[src/rtl/gamepad_report_to_events_defines.svh]
// Assertion macros shared by the gamepad report block.
`ifndef GAMEPAD_REPORT_TO_EVENTS_DEFINES_SVH
`define GAMEPAD_REPORT_TO_EVENTS_DEFINES_SVH

// same-cycle implication
`define GPEV_ASSERT_IMPLIES(label, clk, rst, cond, prop) \
   label: assert property (@(posedge clk) disable iff (rst) (cond) |-> (prop)) \
      else $error("gamepad_report_to_events: check failed");

// next-cycle implication
`define GPEV_ASSERT_NEXT(label, clk, rst, cond, prop) \
   label: assert property (@(posedge clk) disable iff (rst) (cond) |=> (prop)) \
      else $error("gamepad_report_to_events: check failed");

`endif

[src/rtl/gpev_pkg.sv]
// Types, constants, microcode program and arithmetic helpers of the report block.
package gpev_pkg;

   localparam int BUTTON_BYTES = 3;
   localparam int NUM_BUTTONS  = BUTTON_BYTES * 8;
   localparam int NUM_AXES     = 8;
   localparam int NUM_STEPS    = NUM_BUTTONS + NUM_AXES;
   localparam int STEP_W       = $clog2(NUM_STEPS);

   localparam logic [15:0] GOOD_STATUS = 16'h013c;

   localparam logic [4:0] TOUCH_BUTTON  = 5'd20;
   localparam logic [4:0] MODE_BUTTON   = 5'd17;
   localparam logic [4:0] HIDDEN_BUTTON = 5'd22;

   localparam int TRIG_FULL = 32767;
   localparam int TRIG_MAX  = 255;
   localparam int TRIG_FRAC = TRIG_FULL - TRIG_MAX * 128;

   localparam logic [1:0] KIND_RELEASE = 2'd0;
   localparam logic [1:0] KIND_PRESS   = 2'd1;
   localparam logic [1:0] KIND_AXIS    = 2'd2;

   localparam logic [1:0] SRC_LEFT_X  = 2'd0;
   localparam logic [1:0] SRC_LEFT_Y  = 2'd1;
   localparam logic [1:0] SRC_RIGHT_X = 2'd2;
   localparam logic [1:0] SRC_RIGHT_Y = 2'd3;

   typedef struct packed {
      logic [15:0]        status_word;
      logic [23:0]        button_bits;
      logic [7:0]         trigger_left;
      logic [7:0]         trigger_right;
      logic signed [15:0] left_x_pos;
      logic signed [15:0] left_y_pos;
      logic signed [15:0] right_x_pos;
      logic signed [15:0] right_y_pos;
   } req_word_type;

   typedef struct packed {
      logic [1:0]         event_kind;
      logic [4:0]         event_index;
      logic signed [15:0] axis_value;
      logic [7:0]         event_device;
      logic               last_event;
   } rsp_word_type;

   typedef struct packed {
      logic [NUM_BUTTONS-1:0] buttons;
      logic [7:0]             trig_left;
      logic [7:0]             trig_right;
      logic [15:0]            left_x;
      logic [15:0]            left_y;
      logic [15:0]            right_x;
      logic [15:0]            right_y;
   } prior_type;

   typedef enum logic [2:0] {
      OP_BUTTON,
      OP_TRIG,
      OP_PAD,
      OP_FREE,
      OP_STICK
   } op_type;

   typedef struct packed {
      op_type     op;
      logic [4:0] index;
      logic [1:0] src;
      logic       neg;
      logic       jump_end;
   } ucode_type;

   typedef struct packed {
      logic         hit;
      rsp_word_type word;
   } eval_type;

   function automatic ucode_type ucode_rom(logic [STEP_W-1:0] step);
      ucode_type  uc;
      logic [2:0] axis;
      uc.op       = OP_BUTTON;
      uc.index    = 5'(step);
      uc.src      = SRC_LEFT_X;
      uc.neg      = 1'b0;
      uc.jump_end = 1'b0;
      axis        = 3'(step - STEP_W'(NUM_BUTTONS));
      if (step >= STEP_W'(NUM_BUTTONS)) begin
         uc.index = {2'b00, axis};
         case (axis)
            3'd0: begin
               uc.op  = OP_TRIG;
               uc.src = SRC_LEFT_X;
            end
            3'd1: begin
               uc.op  = OP_TRIG;
               uc.src = SRC_LEFT_Y;
            end
            3'd2: begin
               uc.op  = OP_PAD;
               uc.src = SRC_LEFT_X;
            end
            3'd3: begin
               uc.op  = OP_PAD;
               uc.src = SRC_LEFT_Y;
               uc.neg = 1'b1;
            end
            3'd4: begin
               uc.op  = OP_FREE;
               uc.src = SRC_RIGHT_X;
            end
            3'd5: begin
               uc.op  = OP_FREE;
               uc.src = SRC_RIGHT_Y;
               uc.neg = 1'b1;
            end
            3'd6: begin
               uc.op  = OP_STICK;
               uc.src = SRC_LEFT_X;
            end
            3'd7: begin
               uc.op       = OP_STICK;
               uc.src      = SRC_LEFT_Y;
               uc.neg      = 1'b1;
               uc.jump_end = 1'b1;
            end
            default: begin
               uc.op = OP_FREE;
            end
         endcase
      end
      return uc;
   endfunction

   function automatic logic [15:0] scale_trigger(logic [7:0] t);
      logic [15:0] p;
      logic [15:0] q;
      p = 16'(t) * 16'(TRIG_FRAC);
      q = (p + 16'd1 + (p >> 8)) >> 8;
      return (16'(t) << 7) + q;
   endfunction

   function automatic logic [15:0] negate_y(logic [15:0] v);
      if (v == 16'h8000) begin
         return 16'h7fff;
      end
      return ~v + 16'd1;
   endfunction

endpackage

[src/rtl/gpev_eval.sv]
// Datapath of one microcode step: event condition, kind and value.
module gpev_eval (
   input  gpev_pkg::ucode_type    ctrl,
   input  gpev_pkg::req_word_type cap,
   input  gpev_pkg::prior_type    prior,
   input  logic [7:0]             device,
   output gpev_pkg::eval_type     ev
);
   import gpev_pkg::*;

   logic [NUM_BUTTONS-1:0] changed;
   logic [4:0]             bit_idx;
   logic                   hide;
   logic                   touch_now;
   logic                   touch_before;
   logic [15:0]            ax_now;
   logic [15:0]            ax_prior;
   logic [7:0]             trig_now;
   logic [7:0]             trig_prior;
   logic                   ax_changed;
   logic [15:0]            ax_value;

   assign changed      = cap.button_bits ^ prior.buttons;
   assign bit_idx      = 5'(NUM_BUTTONS - 1) - ctrl.index;
   assign hide         = changed[5'(NUM_BUTTONS - 1) - MODE_BUTTON];
   assign touch_now    = cap.button_bits[5'(NUM_BUTTONS - 1) - TOUCH_BUTTON];
   assign touch_before = prior.buttons[5'(NUM_BUTTONS - 1) - TOUCH_BUTTON];

   always_comb begin
      case (ctrl.src)
         SRC_LEFT_X: begin
            ax_now   = cap.left_x_pos;
            ax_prior = prior.left_x;
         end
         SRC_LEFT_Y: begin
            ax_now   = cap.left_y_pos;
            ax_prior = prior.left_y;
         end
         SRC_RIGHT_X: begin
            ax_now   = cap.right_x_pos;
            ax_prior = prior.right_x;
         end
         SRC_RIGHT_Y: begin
            ax_now   = cap.right_y_pos;
            ax_prior = prior.right_y;
         end
         default: begin
            ax_now   = cap.left_x_pos;
            ax_prior = prior.left_x;
         end
      endcase
   end

   assign trig_now   = ctrl.src[0] ? cap.trigger_right : cap.trigger_left;
   assign trig_prior = ctrl.src[0] ? prior.trig_right : prior.trig_left;
   assign ax_changed = ax_now != ax_prior;
   assign ax_value   = ctrl.neg ? negate_y(ax_now) : ax_now;

   always_comb begin
      ev.hit                = 1'b0;
      ev.word.event_kind    = KIND_AXIS;
      ev.word.event_index   = ctrl.index;
      ev.word.axis_value    = ax_value;
      ev.word.event_device  = device;
      ev.word.last_event    = 1'b0;
      case (ctrl.op)
         OP_BUTTON: begin
            ev.hit = changed[bit_idx] && !(hide && ctrl.index == HIDDEN_BUTTON);
            ev.word.event_kind = cap.button_bits[bit_idx] ? KIND_PRESS : KIND_RELEASE;
            ev.word.axis_value = '0;
         end
         OP_TRIG: begin
            ev.hit = trig_now != trig_prior;
            ev.word.axis_value = scale_trigger(trig_now);
         end
         OP_PAD: begin
            ev.hit = (touch_now || touch_before) && ax_changed;
         end
         OP_FREE: begin
            ev.hit = ax_changed;
         end
         OP_STICK: begin
            if (!touch_now) begin
               ev.hit = ax_changed;
            end else begin
               ev.hit = !touch_before;
               ev.word.axis_value = '0;
            end
         end
         default: begin
            ev.hit = 1'b0;
         end
      endcase
   end

endmodule

[src/rtl/gamepad_report_to_events.sv]
// Top level: report capture, microcode sequencer, event hold and output register.
// A report with a bad status word is taken and dropped. A good report passes
// capture, 32 program steps (one per cycle, set by the step counter walking the
// program table, unless result stall holds a step), one flush. An event reaches
// the output in the cycle after the step that finds the next event; the final
// event in the cycle after the flush. Result stall stretches the steps.
// Reset is synchronous: idle, output empty, stored report and device number zero.
`include "gamepad_report_to_events_defines.svh"

module gamepad_report_to_events (
   input  logic                   clock,
   input  logic                   reset,
   input  logic                   req_valid,
   output logic                   req_stall,
   input  gpev_pkg::req_word_type req_word,
   output logic                   rsp_valid,
   input  logic                   rsp_stall,
   output gpev_pkg::rsp_word_type rsp_word,
   input  logic                   csr_valid,
   output logic                   csr_ready,
   input  logic [7:0]             csr_data
);
   import gpev_pkg::*;

   typedef enum logic [2:0] {
      ST_IDLE  = 3'b001,
      ST_RUN   = 3'b010,
      ST_FLUSH = 3'b100
   } state_type;

   state_type         state_ff, state_in;
   logic [STEP_W-1:0] step_ff, step_in;
   req_word_type      cap_ff, cap_in;
   prior_type         prior_ff, prior_in;
   rsp_word_type      hold_ff, hold_in;
   logic              hold_valid_ff, hold_valid_in;
   rsp_word_type      rsp_ff, rsp_in;
   logic              rsp_valid_ff, rsp_valid_in;
   logic [7:0]        device_ff, device_in;

   ucode_type ctrl;
   eval_type  ev;
   logic      req_accept;
   logic      out_free;

   assign ctrl       = ucode_rom(step_ff);
   assign req_stall  = state_ff != ST_IDLE;
   assign req_accept = req_valid && !req_stall;
   assign out_free   = !rsp_valid_ff || !rsp_stall;
   assign rsp_valid  = rsp_valid_ff;
   assign rsp_word   = rsp_ff;
   assign csr_ready  = 1'b1;

   gpev_eval u_eval (
      .ctrl   (ctrl),
      .cap    (cap_ff),
      .prior  (prior_ff),
      .device (device_ff),
      .ev     (ev)
   );

   always_comb begin
      state_in      = state_ff;
      step_in       = step_ff;
      cap_in        = cap_ff;
      prior_in      = prior_ff;
      hold_in       = hold_ff;
      hold_valid_in = hold_valid_ff;
      rsp_in        = rsp_ff;
      rsp_valid_in  = rsp_valid_ff;
      device_in     = device_ff;
      if (csr_valid && csr_ready) begin
         device_in = csr_data;
      end
      if (rsp_valid_ff && !rsp_stall) begin
         rsp_valid_in = 1'b0;
      end
      case (state_ff)
         ST_IDLE: begin
            if (req_accept && req_word.status_word == GOOD_STATUS) begin
               cap_in   = req_word;
               step_in  = '0;
               state_in = ST_RUN;
            end
         end
         ST_RUN: begin
            if (!(ev.hit && hold_valid_ff && !out_free)) begin
               if (ev.hit) begin
                  if (hold_valid_ff) begin
                     rsp_in       = hold_ff;
                     rsp_valid_in = 1'b1;
                  end
                  hold_in       = ev.word;
                  hold_valid_in = 1'b1;
               end
               if (ctrl.jump_end) begin
                  state_in = ST_FLUSH;
               end else begin
                  step_in = step_ff + STEP_W'(1);
               end
            end
         end
         ST_FLUSH: begin
            if (!hold_valid_ff || out_free) begin
               if (hold_valid_ff) begin
                  rsp_in            = hold_ff;
                  rsp_in.last_event = 1'b1;
                  rsp_valid_in      = 1'b1;
               end
               hold_valid_in    = 1'b0;
               prior_in.buttons    = cap_ff.button_bits;
               prior_in.trig_left  = cap_ff.trigger_left;
               prior_in.trig_right = cap_ff.trigger_right;
               prior_in.left_x     = cap_ff.left_x_pos;
               prior_in.left_y     = cap_ff.left_y_pos;
               prior_in.right_x    = cap_ff.right_x_pos;
               prior_in.right_y    = cap_ff.right_y_pos;
               state_in         = ST_IDLE;
            end
         end
         default: begin
            state_in = ST_IDLE;
         end
      endcase
   end

   always_ff @(posedge clock) begin
      if (reset) begin
         state_ff      <= ST_IDLE;
         step_ff       <= '0;
         prior_ff      <= '0;
         hold_valid_ff <= 1'b0;
         rsp_valid_ff  <= 1'b0;
         device_ff     <= '0;
      end else begin
         state_ff      <= state_in;
         step_ff       <= step_in;
         prior_ff      <= prior_in;
         hold_valid_ff <= hold_valid_in;
         rsp_valid_ff  <= rsp_valid_in;
         device_ff     <= device_in;
      end
   end

   always_ff @(posedge clock) begin
      cap_ff  <= cap_in;
      hold_ff <= hold_in;
      rsp_ff  <= rsp_in;
   end

   `GPEV_ASSERT_IMPLIES(a_idle_no_hold, clock, reset, state_ff == ST_IDLE, !hold_valid_ff)
   `GPEV_ASSERT_NEXT(a_bad_status_keeps_state, clock, reset, req_accept && req_word.status_word != GOOD_STATUS, $stable(prior_ff))
   `GPEV_ASSERT_NEXT(a_good_starts_program, clock, reset, req_accept && req_word.status_word == GOOD_STATUS, state_ff == ST_RUN && step_ff == '0)
   `GPEV_ASSERT_NEXT(a_step_holds_on_stall, clock, reset, state_ff == ST_RUN && ev.hit && hold_valid_ff && rsp_valid_ff && rsp_stall, $stable(step_ff))

endmodule

[config.mk]
export PLATFORM = sky130hd
export DESIGN_NAME = gamepad_report_to_events
export DESIGN_NICKNAME = d
export VERILOG_FILES = /design/src/rtl/gpev_pkg.sv /design/src/rtl/gpev_eval.sv /design/src/rtl/gamepad_report_to_events.sv
export VERILOG_INCLUDE_DIRS = /design/src /design/src/rtl
export SDC_FILE = /design/constraint.sdc
export NUM_CORES = 1
export LEC_CHECK = 0
export BUFFER_PORTS_ARGS = -buffer_cell sky130_fd_sc_hd__buf_2
export CORE_UTILIZATION = 45
export DETAILED_ROUTE_END_ITERATION = 10
export PLACE_DENSITY_LB_ADDON = 0.25
export SLEW_MARGIN = 20
export SYNTH_ARGS = -nofsm -noshare
export SYNTH_HDL_FRONTEND = slang
export SYNTH_SLANG_ARGS = --single-unit
[constraint.sdc]
create_clock -name clock -period 9.1 [get_ports clock]
set_input_delay 1.365 -clock clock [delete_from_list [all_inputs] [get_ports clock]]
set_output_delay 1.365 -clock clock [all_outputs]
set_load 0.1 [all_outputs]
==> results by group, run 1 <==
Critical path
  • Most common cell on crit path: ha_1
  • CP startpoint kind: flop
  • Worst R2R Setup Slack: 0.57 ns
  • R2r worst-path depth: 32
  • Crit-path max cell delay: 0.58 ns
  • Crit path kind: flop to flop
  • Critical path's slowest cell: fa_1
  • CP arrival: 8.84 ns
  • WP data required: 9.41 ns
  • CP Max Fanout: 8
  • Worst flop-to-flop path endpoint: hold_ff[22]
  • CP endpoint kind: flop
  • Worst r2r src: step_ff[1]

Power
  • Sequential power share: 49.5%
  • Design Power: 2.79 mW
  • Combinational share of power: 1.7%
  • PwrDens: 157 nW/um^2
  • Int Pwr: 2.25 mW
  • Net Sw Frac: 19.2%
  • Clk pwr share: 48.8%
  • Switching pwr: 535 uW
  • Worst VDD drop: 0.130 mV
  • Leak Pwr: 6.51 nW

Detailed routing
  • DR vias/cell: 5.61
  • Avg WL per Cell: 18.3 um
  • Drt pass-1 iters: 5
  • WL final: 38.3 mm
  • Vias: 11700
  • DR iter-0 viols: 988
  • # DRC: 0
  • Post-DRT Antenna Nets: 0

Global routing
  • Initial antenna violation count: 0
  • GRT overflow: 0
  • Largest net degree at the start of global routing: 78
  • Number of global-route vias before repair: 11000
  • Gr usage total: 21.4%
  • Global-route wire length before repair: 60.5 mm

Floorplanning
  • # rows: 67
  • Ports: 168
  • Core area: 33700 um^2
  • Die area: 35100 um^2
  • Die Y: 187 um
  • Die width: 187 um
  • Initial core utilization: 45.9%

Timing
  • Worst Tran Pin Value: 0.998 ns
  • Final worst path period share: 93.7%
  • Max Clk Rate: 117 MHz
  • Fin Setup TNS: 0 ns
  • Fin crit period: 8.53 ns
  • RSZ-0062 raised after global routing: false
  • Final setup violation count: 0
  • Clock skew: 0.0143 ns
  • Max-slew violations: 0
  • Fin. Hold Viols: 0
  • Max transition margin: 33.2%
  • Final setup margin: 0.574 ns

Finish
  • Area Overhead vs Synth: 14.8%
  • Cell area after layout: 17800 um^2
  • Layout Nets: 1824
  • Finished Core Util: 52.7%
  • Share of cells above drive strength 1: 19.1%

CTS
  • TritonCTS buffer count: 31
  • Htree depth: 1
  • CTS tree: done
  • Clock Pin Slew Worst Setup and Hold Paths: 0.07 ns
  • CTS sink count: 289
  • Clock Path Buffers: 3
  • Clock Tree Root: clkbuf_16
  • Worst skew pair latency: 0.56 ns

Logic synthesis
  • Main synth FF type: edfxtp_1
  • Mapped Avg Cell Area: 10.4 um^2
  • Asr flop ratio synth: 0%
  • Post-synth top area share: 32.4%
  • Post-synth EDFFs: 167
  • Area of the mapped netlist: 15500 um^2
  • Leading area contributor after synthesis: edfxtp_1
  • Synth top area cells: edfxtp_1, dfxtp_1, nand2_1
  • Mapped Nets: 1695
  • Seq cells post-synth: 289
  • Cell with the most instances after synthesis: nand2_1
  • Sequential area share after synthesis: 48.2%
  • Post-synthesis cell count: 1490
  • Synth warn: 0
  • Distinct cell type count after synthesis: 88
  • Synth cell count leaders: nand2_1, edfxtp_1, a21oi_1, dfxtp_1, inv_1

Place
  • # port buffers: 166
  • Placed Area: 16600 um^2
  • Pre-CTS setup slack: 0.300 ns
  • Post-detail-place hpwl: 26.6 mm
  • GP Congestion: 0.852

Hold path
  • Hold path endpoint: rsp_word[15]
  • Hold Path Class: flop to flop
  • Min-Delay Path Depth: 0
  • Hold Startpoint: hold_ff[15]

Outcome
  • Outcome: complete, no violations

Job
  • Max Cap Viol: 0
-- what timing repair did --
item | in CTS | in global routing
setup buffers | 0 | 1
hold buffers | 0 | 0
resized for setup | 0 | 4
setup endpoints to repair | 0 | 7
-- worst max path at each step --
stage / start / cells after the start / end
after floorplan: step_ff[1] / 33 / hold_ff[22]
after global placement: step_ff[0] / 32 / hold_ff[22]
after detailed placement: step_ff[1] / 32 / hold_ff[22]
after CTS: step_ff[1] / 34 / hold_ff[22]
after global routing: step_ff[1] / 33 / hold_ff[22]
final: step_ff[1] / 32 / hold_ff[22]
-- critical path, delay by kind of cell, from the launching register on --
| kind | cells | cell delay (ns) |
|---|---|---|
| adders and majority gates | 11 | 4.09 |
| AOI/OAI and AO/OA | 9 | 1.71 |
| and+or+nand+nor | 8 | 1.43 |
| muxes | 1 | 0.47 |
| DFF | 1 | 0.33 |
| xor gates and xnor gates | 1 | 0.14 |
| buffers and inverters | 2 | 0.09 |
-- power by group through the flow --
| stage | Sequential, mW | Combinational [mW] | Clock [mW] |
|---|---|---|---|
| finish | 1.38 | 0.0461 | 1.36 |
| CTS | 1.38 | 0.0468 | 1.39 |
| global placement | 1.41 | 0.0457 | 0 |
| detailed placement | 1.41 | 0.0466 | 0 |
| global route | 1.38 | 0.0505 | 1.44 |
| floorplan | 1.41 | 0.0140 | 0 |
-- final cells by class --
cell class / instances / area, um^2
diodes: 1 / 2.50
fillers: 3018 / 15900
clock inverters: 13 / 195
multi-input cells: 1050 / 7380
inverters: 58 / 218
flip-flops and latches: 289 / 7460
well taps: 448 / 561
repair buffers: 189 / 1020
clock buffers: 44 / 928
-- cells by family (layout without fill, tap and decap cells) --
| family | Yosys count | after routing | synth area share (%) |
|---|---|---|---|
| simple gates | 482 | 482 | 15.8 |
| compound gates | 363 | 363 | 15.6 |
| flops | 289 | 289 | 48.2 |
| buf+inv | 151 | 304 | 4.51 |
| fa+ha+maj | 73 | 73 | 6.86 |
| mux | 67 | 67 | 5.38 |
| xor+xnor | 64 | 64 | 3.62 |
| other cells | 1 | 2 | 0.0242 |
-- routing by layer --
metal | global-route usage, % | up-vias | wire length, um
met5 | 0 | - | 0
met4 | 3.69 | 0 | 451
met3 | 2.46 | 37 | 2020
met2 | 34.3 | 350 | 17700
met1 | 31.4 | 5646 | 18200
li1 | - | 5709 | -
-- flip-flops by register name, indices dropped and copies added, names as in the netlist --
signal,cells
cap_ff,104
device_ff,8
hold_ff,31
hold_valid_ff,1
prior_ff,104
rsp_valid,1
rsp_word,32
state_ff,3
step_ff,5
-- through the flow --
step	hold WS [ns]	std cells
2_1_floorplan	0.400	1490
3_3_place_gp	0.401	2032
3_5_place_dp	0.405	2033
4_1_cts	0.419	2090
5_1_grt	0.429	2091
6_report	0.419	2092
-- placed cells by master (no fill, tap or decap), drive strengths merged, types with 12 or more instances in the layout --
master / synthesis / layout
a221oi: 15 / 15
or4b: 12 / 12
ha: 52 / 52
clkbuf: 49 / 44
and2: 23 / 23
nand2: 273 / 273
fa: 20 / 20
xor2: 21 / 21
nand4b: 53 / 53
a21oi: 150 / 150
o21ai: 51 / 51
a311oi: 18 / 18
dfxtp: 122 / 122
buf: 44 / 189
mux2i: 37 / 37
nor3: 14 / 14
mux2: 19 / 19
a211oi: 26 / 26
a21o: 32 / 32
nor2: 42 / 42
inv: 57 / 59
xnor2: 43 / 43
edfxtp: 167 / 167
a32oi: 12 / 12
(Power assumes the default switching activity.)
==> run 2: changes to the inputs <==
--- a/config.mk
+++ b/config.mk
@@ -6,6 +6,7 @@
 export SDC_FILE = /design/constraint.sdc
 export NUM_CORES = 1
 export LEC_CHECK = 0
+export ABC_AREA = 1
 export BUFFER_PORTS_ARGS = -buffer_cell sky130_fd_sc_hd__buf_2
 export CORE_UTILIZATION = 45
 export DETAILED_ROUTE_END_ITERATION = 10
==> results by group, run 2 <==
Logic synthesis
  • Multiplexer share of the synthesized area: 0% (was 5.38%)
  • Post-synthesis adder-cell area fraction: 6.99% (was 6.86%)
  • Synth top area cells: edfxtp_1, dfxtp_1, nor2_1 (was edfxtp_1, dfxtp_1, nand2_1)
  • Cell with the most instances after synthesis: nor2_1 (was nand2_1)
  • Post-synth top area share: 33.3% (was 32.4%)
  • Synth warn: 0 (unchanged)
  • Synth cell count leaders: nor2_1, nand2_1, edfxtp_1, o21ai_0, inv_1 (was nand2_1, edfxtp_1, a21oi_1, dfxtp_1, inv_1)
  • Largest family of logic cells by synthesized area: simple AND/OR/NAND/NOR gates (unchanged)
  • Leading area contributor after synthesis: edfxtp_1 (unchanged)
  • Seq cells post-synth: 289 (unchanged)
  • Area of the mapped netlist: 15000 um^2 (was 15500 um^2)
  • Post-synth EDFFs: 167 (unchanged)
  • Post-synthesis cell count: 1743 (was 1490)
  • Post-synthesis simple-gate area fraction: 24.2% (was 15.8%)
  • Mapped Avg Cell Area: 8.63 um^2 (was 10.4 um^2)
  • Synth Area in XOR/XNOR: 3.03% (was 3.62%)
  • Sequential area share after synthesis: 49.6% (was 48.2%)
  • Mapped Nets: 1948 (was 1695)
  • Main synth FF type: edfxtp_1 (unchanged)
  • Synth Area in Compound Gates: 9.63% (was 15.6%)
  • Distinct cell type count after synthesis: 51 (was 88)
  • Asr flop ratio synth: 0% (unchanged)

Timing
  • Fin. Hold Viols: 0 (unchanged)
  • Final setup violation count: 0 (unchanged)
  • Fin Setup TNS: 0 ns (unchanged)
  • RSZ-0062 raised after global routing: false (unchanged)
  • Hold_ws: 0.416 ns (was 0.419 ns)
  • Max transition margin: 23.8% (was 33.2%)
  • Worst Tran Pin Value: 1.14 ns (was 0.998 ns)
  • Max Clk Rate: 118 MHz (was 117 MHz)
  • Fin crit period: 8.44 ns (was 8.53 ns)
  • Max-slew violations: 0 (unchanged)
  • Clock skew: 0.0245 ns (was 0.0143 ns)
  • Final worst path period share: 92.8% (was 93.7%)
  • Final setup margin: 0.658 ns (was 0.574 ns)

Floorplanning
  • # rows: 66 (was 67)
  • Die Y: 185 um (was 187 um)
  • Core area: 32700 um^2 (was 33700 um^2)
  • Initial core utilization: 46.0% (was 45.9%)
  • Die width: 185 um (was 187 um)
  • Die area: 34200 um^2 (was 35100 um^2)
  • Ports: 168 (unchanged)

Power
  • Sequential power share: 48.5% (was 49.5%)
  • Combinational share of power: 11.2% (was 1.7%)
  • Net Sw Frac: 25.6% (was 19.2%)
  • Leak Pwr: 7.51 nW (was 6.51 nW)
  • Switching pwr: 788 uW (was 535 uW)
  • Clk pwr share: 40.3% (was 48.8%)
  • Int Pwr: 2.29 mW (was 2.25 mW)
  • Worst VDD drop: 0.136 mV (was 0.130 mV)
  • PwrDens: 179 nW/um^2 (was 157 nW/um^2)

CTS
  • CTS tree: done (unchanged)
  • CTS sink count: 289 (unchanged)
  • TritonCTS buffer count: 30 (was 31)
  • Htree depth: 1 (unchanged)
  • Post-CTS sizing: 0 (unchanged)
  • Post-CTS Setup Repair Bufs: 0 (unchanged)
  • Clock Path Buffers: 3 (unchanged)
  • Hold Buf Count CTS: 0 (unchanged)
  • Clock Pin Slew Worst Setup and Hold Paths: 0.06 ns (was 0.07 ns)
  • Worst skew pair latency: 0.57 ns (was 0.56 ns)
  • Clock Tree Root: clkbuf_16 (unchanged)

Hold path
  • Hold Path Class: flop to flop (unchanged)

Detailed routing
  • DR iter-0 viols: 891 (was 988)
  • Post-DRT Antenna Nets: 0 (unchanged)
  • WL final: 37.4 mm (was 38.3 mm)
  • Vias: 12300 (was 11700)
  • # DRC: 0 (unchanged)
  • Drt pass-1 iters: 6 (was 5)
  • DR vias/cell: 5.23 (was 5.61)
  • Avg WL per Cell: 16.0 um (was 18.3 um)

Finish
  • Area Overhead vs Synth: 14.2% (was 14.8%)
  • FILL cells: 3092 (was 3018)
  • Commonest non-fill, non-tap cell in the layout: nor2_1 (was nand2_1)
  • Multi-input gate area: 6610 um^2 (was 7380 um^2)
  • Share of cells above drive strength 1: 15.0% (was 19.1%)
  • Layout Nets: 2083 (was 1824)
  • Register area: 7460 um^2 (about the same)
  • N_diodes: 0 (was 1)
  • Post-Layout Cell Count: 2344 (was 2092)
  • Most frequent cells in the layout: nor2_1, nand2_1, edfxtp_1 (was nand2_1, edfxtp_1, buf_2)

Place
  • Post-Place Cells: 2288 (was 2033)
  • # port buffers: 166 (unchanged)
  • GP Congestion: 0.913 (was 0.852)
  • Post-detail-place hpwl: 26.5 mm (was 26.6 mm)
  • Pre-CTS setup slack: 0.807 ns (was 0.300 ns)

Critical path
  • Crit path kind: flop to flop (unchanged)
  • Critical path's slowest cell: dfxtp_1 (was fa_1)
  • CP startpoint kind: flop (unchanged)
  • Crit-path max cell delay: 0.76 ns (was 0.58 ns)
  • CP endpoint kind: flop (unchanged)
  • CP arrival: 8.74 ns (was 8.84 ns)
  • WP data required: 9.40 ns (was 9.41 ns)
  • CP Max Fanout: 36 (was 8)
  • Most common cell on crit path: nand2_1 (was ha_1)

Global routing
  • Largest net degree at the start of global routing: 115 (was 78)
  • Gr usage total: 22.3% (was 21.4%)
  • Number of global-route vias before repair: 11700 (was 11000)
  • GRT overflow: 0 (unchanged)
  • Global-route wire length before repair: 60.2 mm (was 60.5 mm)
  • Initial antenna violation count: 0 (unchanged)

Outcome
  • Outcome: complete, no violations (unchanged)

Job
  • Max Cap Viol: 0 (unchanged)
[run 2: cell count changes after synthesis, sizes merged, moves of 19 or more]
| cell | delta |
|---|---|
| nand2 | +28 |
| a21o | -32 |
| or2 | +19 |
| mux2 | -19 |
| nor2 | +262 |
| nand4b | -53 |
| a21oi | -105 |
| nand4 | +68 |
| inv | +100 |
| a211oi | -25 |
| o21ai | +149 |
| mux2i | -37 |
| and2 | -23 |
| nand3 | +97 |
[run 2: logic make-up after synthesis]
logic type	Yosys count
buffers and inverters	235
XOR/XNOR	52
AND/OR/NAND/NOR	823
AO/OA/AOI/OAI	271
other	1
adder cells (fa/ha/maj)	72
flip-flops	289
[run 2: per-layer routing]
layer	GRT usage, %	part of all wire [%]	wire length [um]
met1	31.0	46	17200
met2	36.6	46	17200
met5	0	0	0
met4	6.94	2.6	991
met3	2.56	5.4	2030
[run 2: worst max-delay path: cells and delay by family, from the launching register on]
family	cells	cell delay (ns)
AOI/OAI and AO/OA	5	1.31
adders and majority gates	10	3.80
buffers and inverters	7	0.67
DFF	1	0.76
and+or+nand+nor	17	1.62
[run 2: worst paths after layout]
kind               from           to  slack [ns]  depth (start not counted)
max          step_ff[1]  hold_ff[22]        0.66                         39
min          hold_ff[6]  rsp_word[6]        0.42                          0
max reg2reg  step_ff[1]  hold_ff[22]        0.66                         39
min reg2reg  hold_ff[6]  rsp_word[6]        0.42                          0
[run 2: power by group through the flow]
stage | clock (mW) | combinational, mW | sequential (mW)
finish | 1.24 | 0.345 | 1.49
global route | 1.32 | 0.392 | 1.50
CTS | 1.27 | 0.344 | 1.49
detailed placement | 0 | 0.342 | 1.52
global placement | 0 | 0.337 | 1.52
floorplan | 0 | 0.247 | 1.51
[run 2: stage by stage]
step / power [mW] / util (%) / cell area [um^2]
3_5_place_dp: 1.86 / 49.4 / 16200
2_1_floorplan: 1.76 / - / 15000
3_3_place_gp: 1.85 / 49.4 / 16200
6_report: 3.08 / 52.5 / 17200
4_1_cts: 3.10 / 52.5 / 17200
5_1_grt: 3.21 / 52.5 / 17200
[run 2: final cells by class]
cell class                 count  share of cell area [%]
clock buffer                  37                    4.95
sequential                   289                    43.4
clock inverter                19                   0.969
multi-input combinational   1219                    38.5
timing repair buffer         179                    5.41
tap                          442                    3.22
inverter                     159                    3.52
==> run 3: changes to the inputs <==
==> constraint.sdc (replaced) <==
create_clock -name clock -period 9.68 [get_ports clock]
set_input_delay 1.452 -clock clock [delete_from_list [all_inputs] [get_ports clock]]
set_output_delay 1.452 -clock clock [all_outputs]
set_load 0.1 [all_outputs]
==> results by group, run 3 (synthesis results as in run 2) <==
Place
  • GP Congestion: 0.919 (was 0.913)
  • Post-detail-place hpwl: 27.1 mm (was 26.5 mm)
  • # port buffers: 166 (unchanged)
  • Post-Place Cells: 2288 (unchanged)
  • Pre-CTS setup slack: 1.52 ns (was 0.807 ns)

Critical path
  • CP arrival: 8.52 ns (was 8.74 ns)
  • Crit-path max cell delay: 0.66 ns (was 0.76 ns)
  • CP endpoint kind: flop (unchanged)
  • Most common cell on crit path: nand2_1 (unchanged)
  • Critical path's slowest cell: dfxtp_1 (unchanged)
  • R2r worst-path depth: 39 (unchanged)
  • CP startpoint kind: flop (unchanged)
  • CP Max Fanout: 59 (was 36)
  • Crit path kind: flop to flop (unchanged)
  • WP data required: 10.00 ns (was 9.40 ns)

Finish
  • Area Overhead vs Synth: 14.2% (about the same)
  • Commonest non-fill, non-tap cell in the layout: nor2_1 (unchanged)
  • Post-Layout Cell Count: 2344 (unchanged)
  • N_diodes: 0 (unchanged)
  • Share of cells above drive strength 1: 14.9% (was 15.0%)
  • Layout Nets: 2084 (was 2083)
  • Most frequent cells in the layout: nor2_1, nand2_1, edfxtp_1 (unchanged)

Detailed routing
  • Post-DRT Antenna Nets: 0 (unchanged)
  • DR vias/cell: 5.20 (was 5.23)
  • WL final: 38.3 mm (was 37.4 mm)
  • Drt pass-1 iters: 5 (was 6)
  • DR iter-0 viols: 873 (was 891)
  • Avg WL per Cell: 16.3 um (was 16.0 um)
  • # DRC: 0 (unchanged)
  • Vias: 12200 (was 12300)

Floorplanning
  • Die width: 185 um (unchanged)
  • Ports: 168 (unchanged)
  • Die Y: 185 um (unchanged)
  • Die area: 34200 um^2 (unchanged)
  • Initial core utilization: 46.0% (unchanged)
  • Core area: 32700 um^2 (unchanged)
  • # rows: 66 (unchanged)

Timing
  • Max-slew violations: 0 (unchanged)
  • Final setup violation count: 0 (unchanged)
  • Fin crit period: 8.20 ns (was 8.44 ns)
  • Final setup margin: 1.48 ns (was 0.658 ns)
  • Max transition margin: 26.1% (was 23.8%)
  • Max Clk Rate: 122 MHz (was 118 MHz)
  • Final worst path period share: 84.7% (was 92.8%)
  • Worst Tran Pin Value: 1.11 ns (was 1.14 ns)
  • RSZ-0062 raised after global routing: false (unchanged)
  • Clock skew: 0.0156 ns (was 0.0245 ns)
  • Fin Setup TNS: 0 ns (unchanged)
  • Fin. Hold Viols: 0 (unchanged)

Global routing
  • Largest net degree at the start of global routing: 115 (unchanged)
  • Initial antenna violation count: 2 (was 0)
  • Number of global-route vias before repair: 11700 (about the same)
  • Gr usage total: 22.7% (was 22.3%)
  • GRT overflow: 0 (unchanged)
  • Global-route wire length before repair: 61.2 mm (was 60.2 mm)

Hold path
  • Hold Path Class: flop to flop (unchanged)
  • Min-Delay Path Depth: 0 (unchanged)

CTS
  • Post-CTS sizing: 0 (unchanged)
  • TritonCTS buffer count: 31 (was 30)
  • Htree depth: 1 (unchanged)
  • CTS sink count: 289 (unchanged)
  • Clock Pin Slew Worst Setup and Hold Paths: 0.06 ns (about the same)
  • Clock Path Buffers: 3 (unchanged)
  • Clock Tree Root: clkbuf_16 (unchanged)
  • Post-CTS Setup Repair Bufs: 0 (unchanged)
  • Worst skew pair latency: 0.56 ns (was 0.57 ns)
  • Hold Buf Count CTS: 0 (unchanged)
  • CTS tree: done (unchanged)

Job
  • Max Cap Viol: 0 (unchanged)

Power
  • Leak Pwr: 7.51 nW (about the same)
  • Worst VDD drop: 0.133 mV (was 0.136 mV)
  • PwrDens: 170 nW/um^2 (was 179 nW/um^2)

Outcome
  • Outcome: complete, no violations (unchanged)
## run 3: cell types whose count changed in the layout (fill, tap and decap cells not counted)
cell        before  now
bufinv_16        2    4
clkinvlp_4       3    2
clkbuf_1         3    9
clkbuf_16       33   31
clkbuf_8         1    2
clkinv_1         6    3
inv_6            1    3
clkinv_4         5    0
## run 3: path summary, 6_finish.rpt
check	end	start	slack [ns]
min	rsp_word[7]	hold_ff[7]	0.42
max reg2reg	hold_ff[22]	step_ff[2]	1.48
max	hold_ff[22]	step_ff[2]	1.48
min reg2reg	rsp_word[7]	hold_ff[7]	0.42
## run 3: critical path: cells and delay by family (launching register included)
family          cells  cell delay (ns)
compound gates      4             0.68
fa+ha+maj           9             3.52
buf+inv             8             1.17
flops               1             0.66
simple gates       18             1.91
## run 3: per-stage QoR
stage,util [%],instance area [um^2],hold slack [ns],power (mW)
after floorplan,-,15000,0.400,1.65
after global placement,49.4,16200,0.402,1.74
after detailed placement,49.4,16200,0.405,1.75
after CTS,52.5,17200,0.418,2.94
after global routing,52.5,17200,0.424,3.03
final,52.5,17200,0.418,2.91
## run 3: layer usage
layer  wire length [um]  global-route usage (%)
met1              17500                    31.5
met2              17700                    37.0
met3               2220                    3.15
met4                835                    6.48
met5                 26                       0
## run 3: final cells by class
type | count | area [um^2]
Clock buffer | 42 | 837
Clock inverter | 14 | 181
Fill cell | 3060 | 15500
Inverter | 159 | 604
Multi-Input combinational cell | 1219 | 6610
Sequential cell | 289 | 7460
Tap cell | 442 | 553
Timing Repair Buffer | 179 | 928
## run 3: where the power goes
| group | internal, mW | leakage, nW | total [mW] | switching, mW |
|---|---|---|---|---|
| logic | 0.105 | 4.48 | 0.323 | 0.217 |
| registers | 1.37 | 2.53 | 1.40 | 0.0377 |
| clock network | 0.710 | 0.494 | 1.19 | 0.476 |
| total | 2.18 | 7.51 | 2.91 | 0.731 |
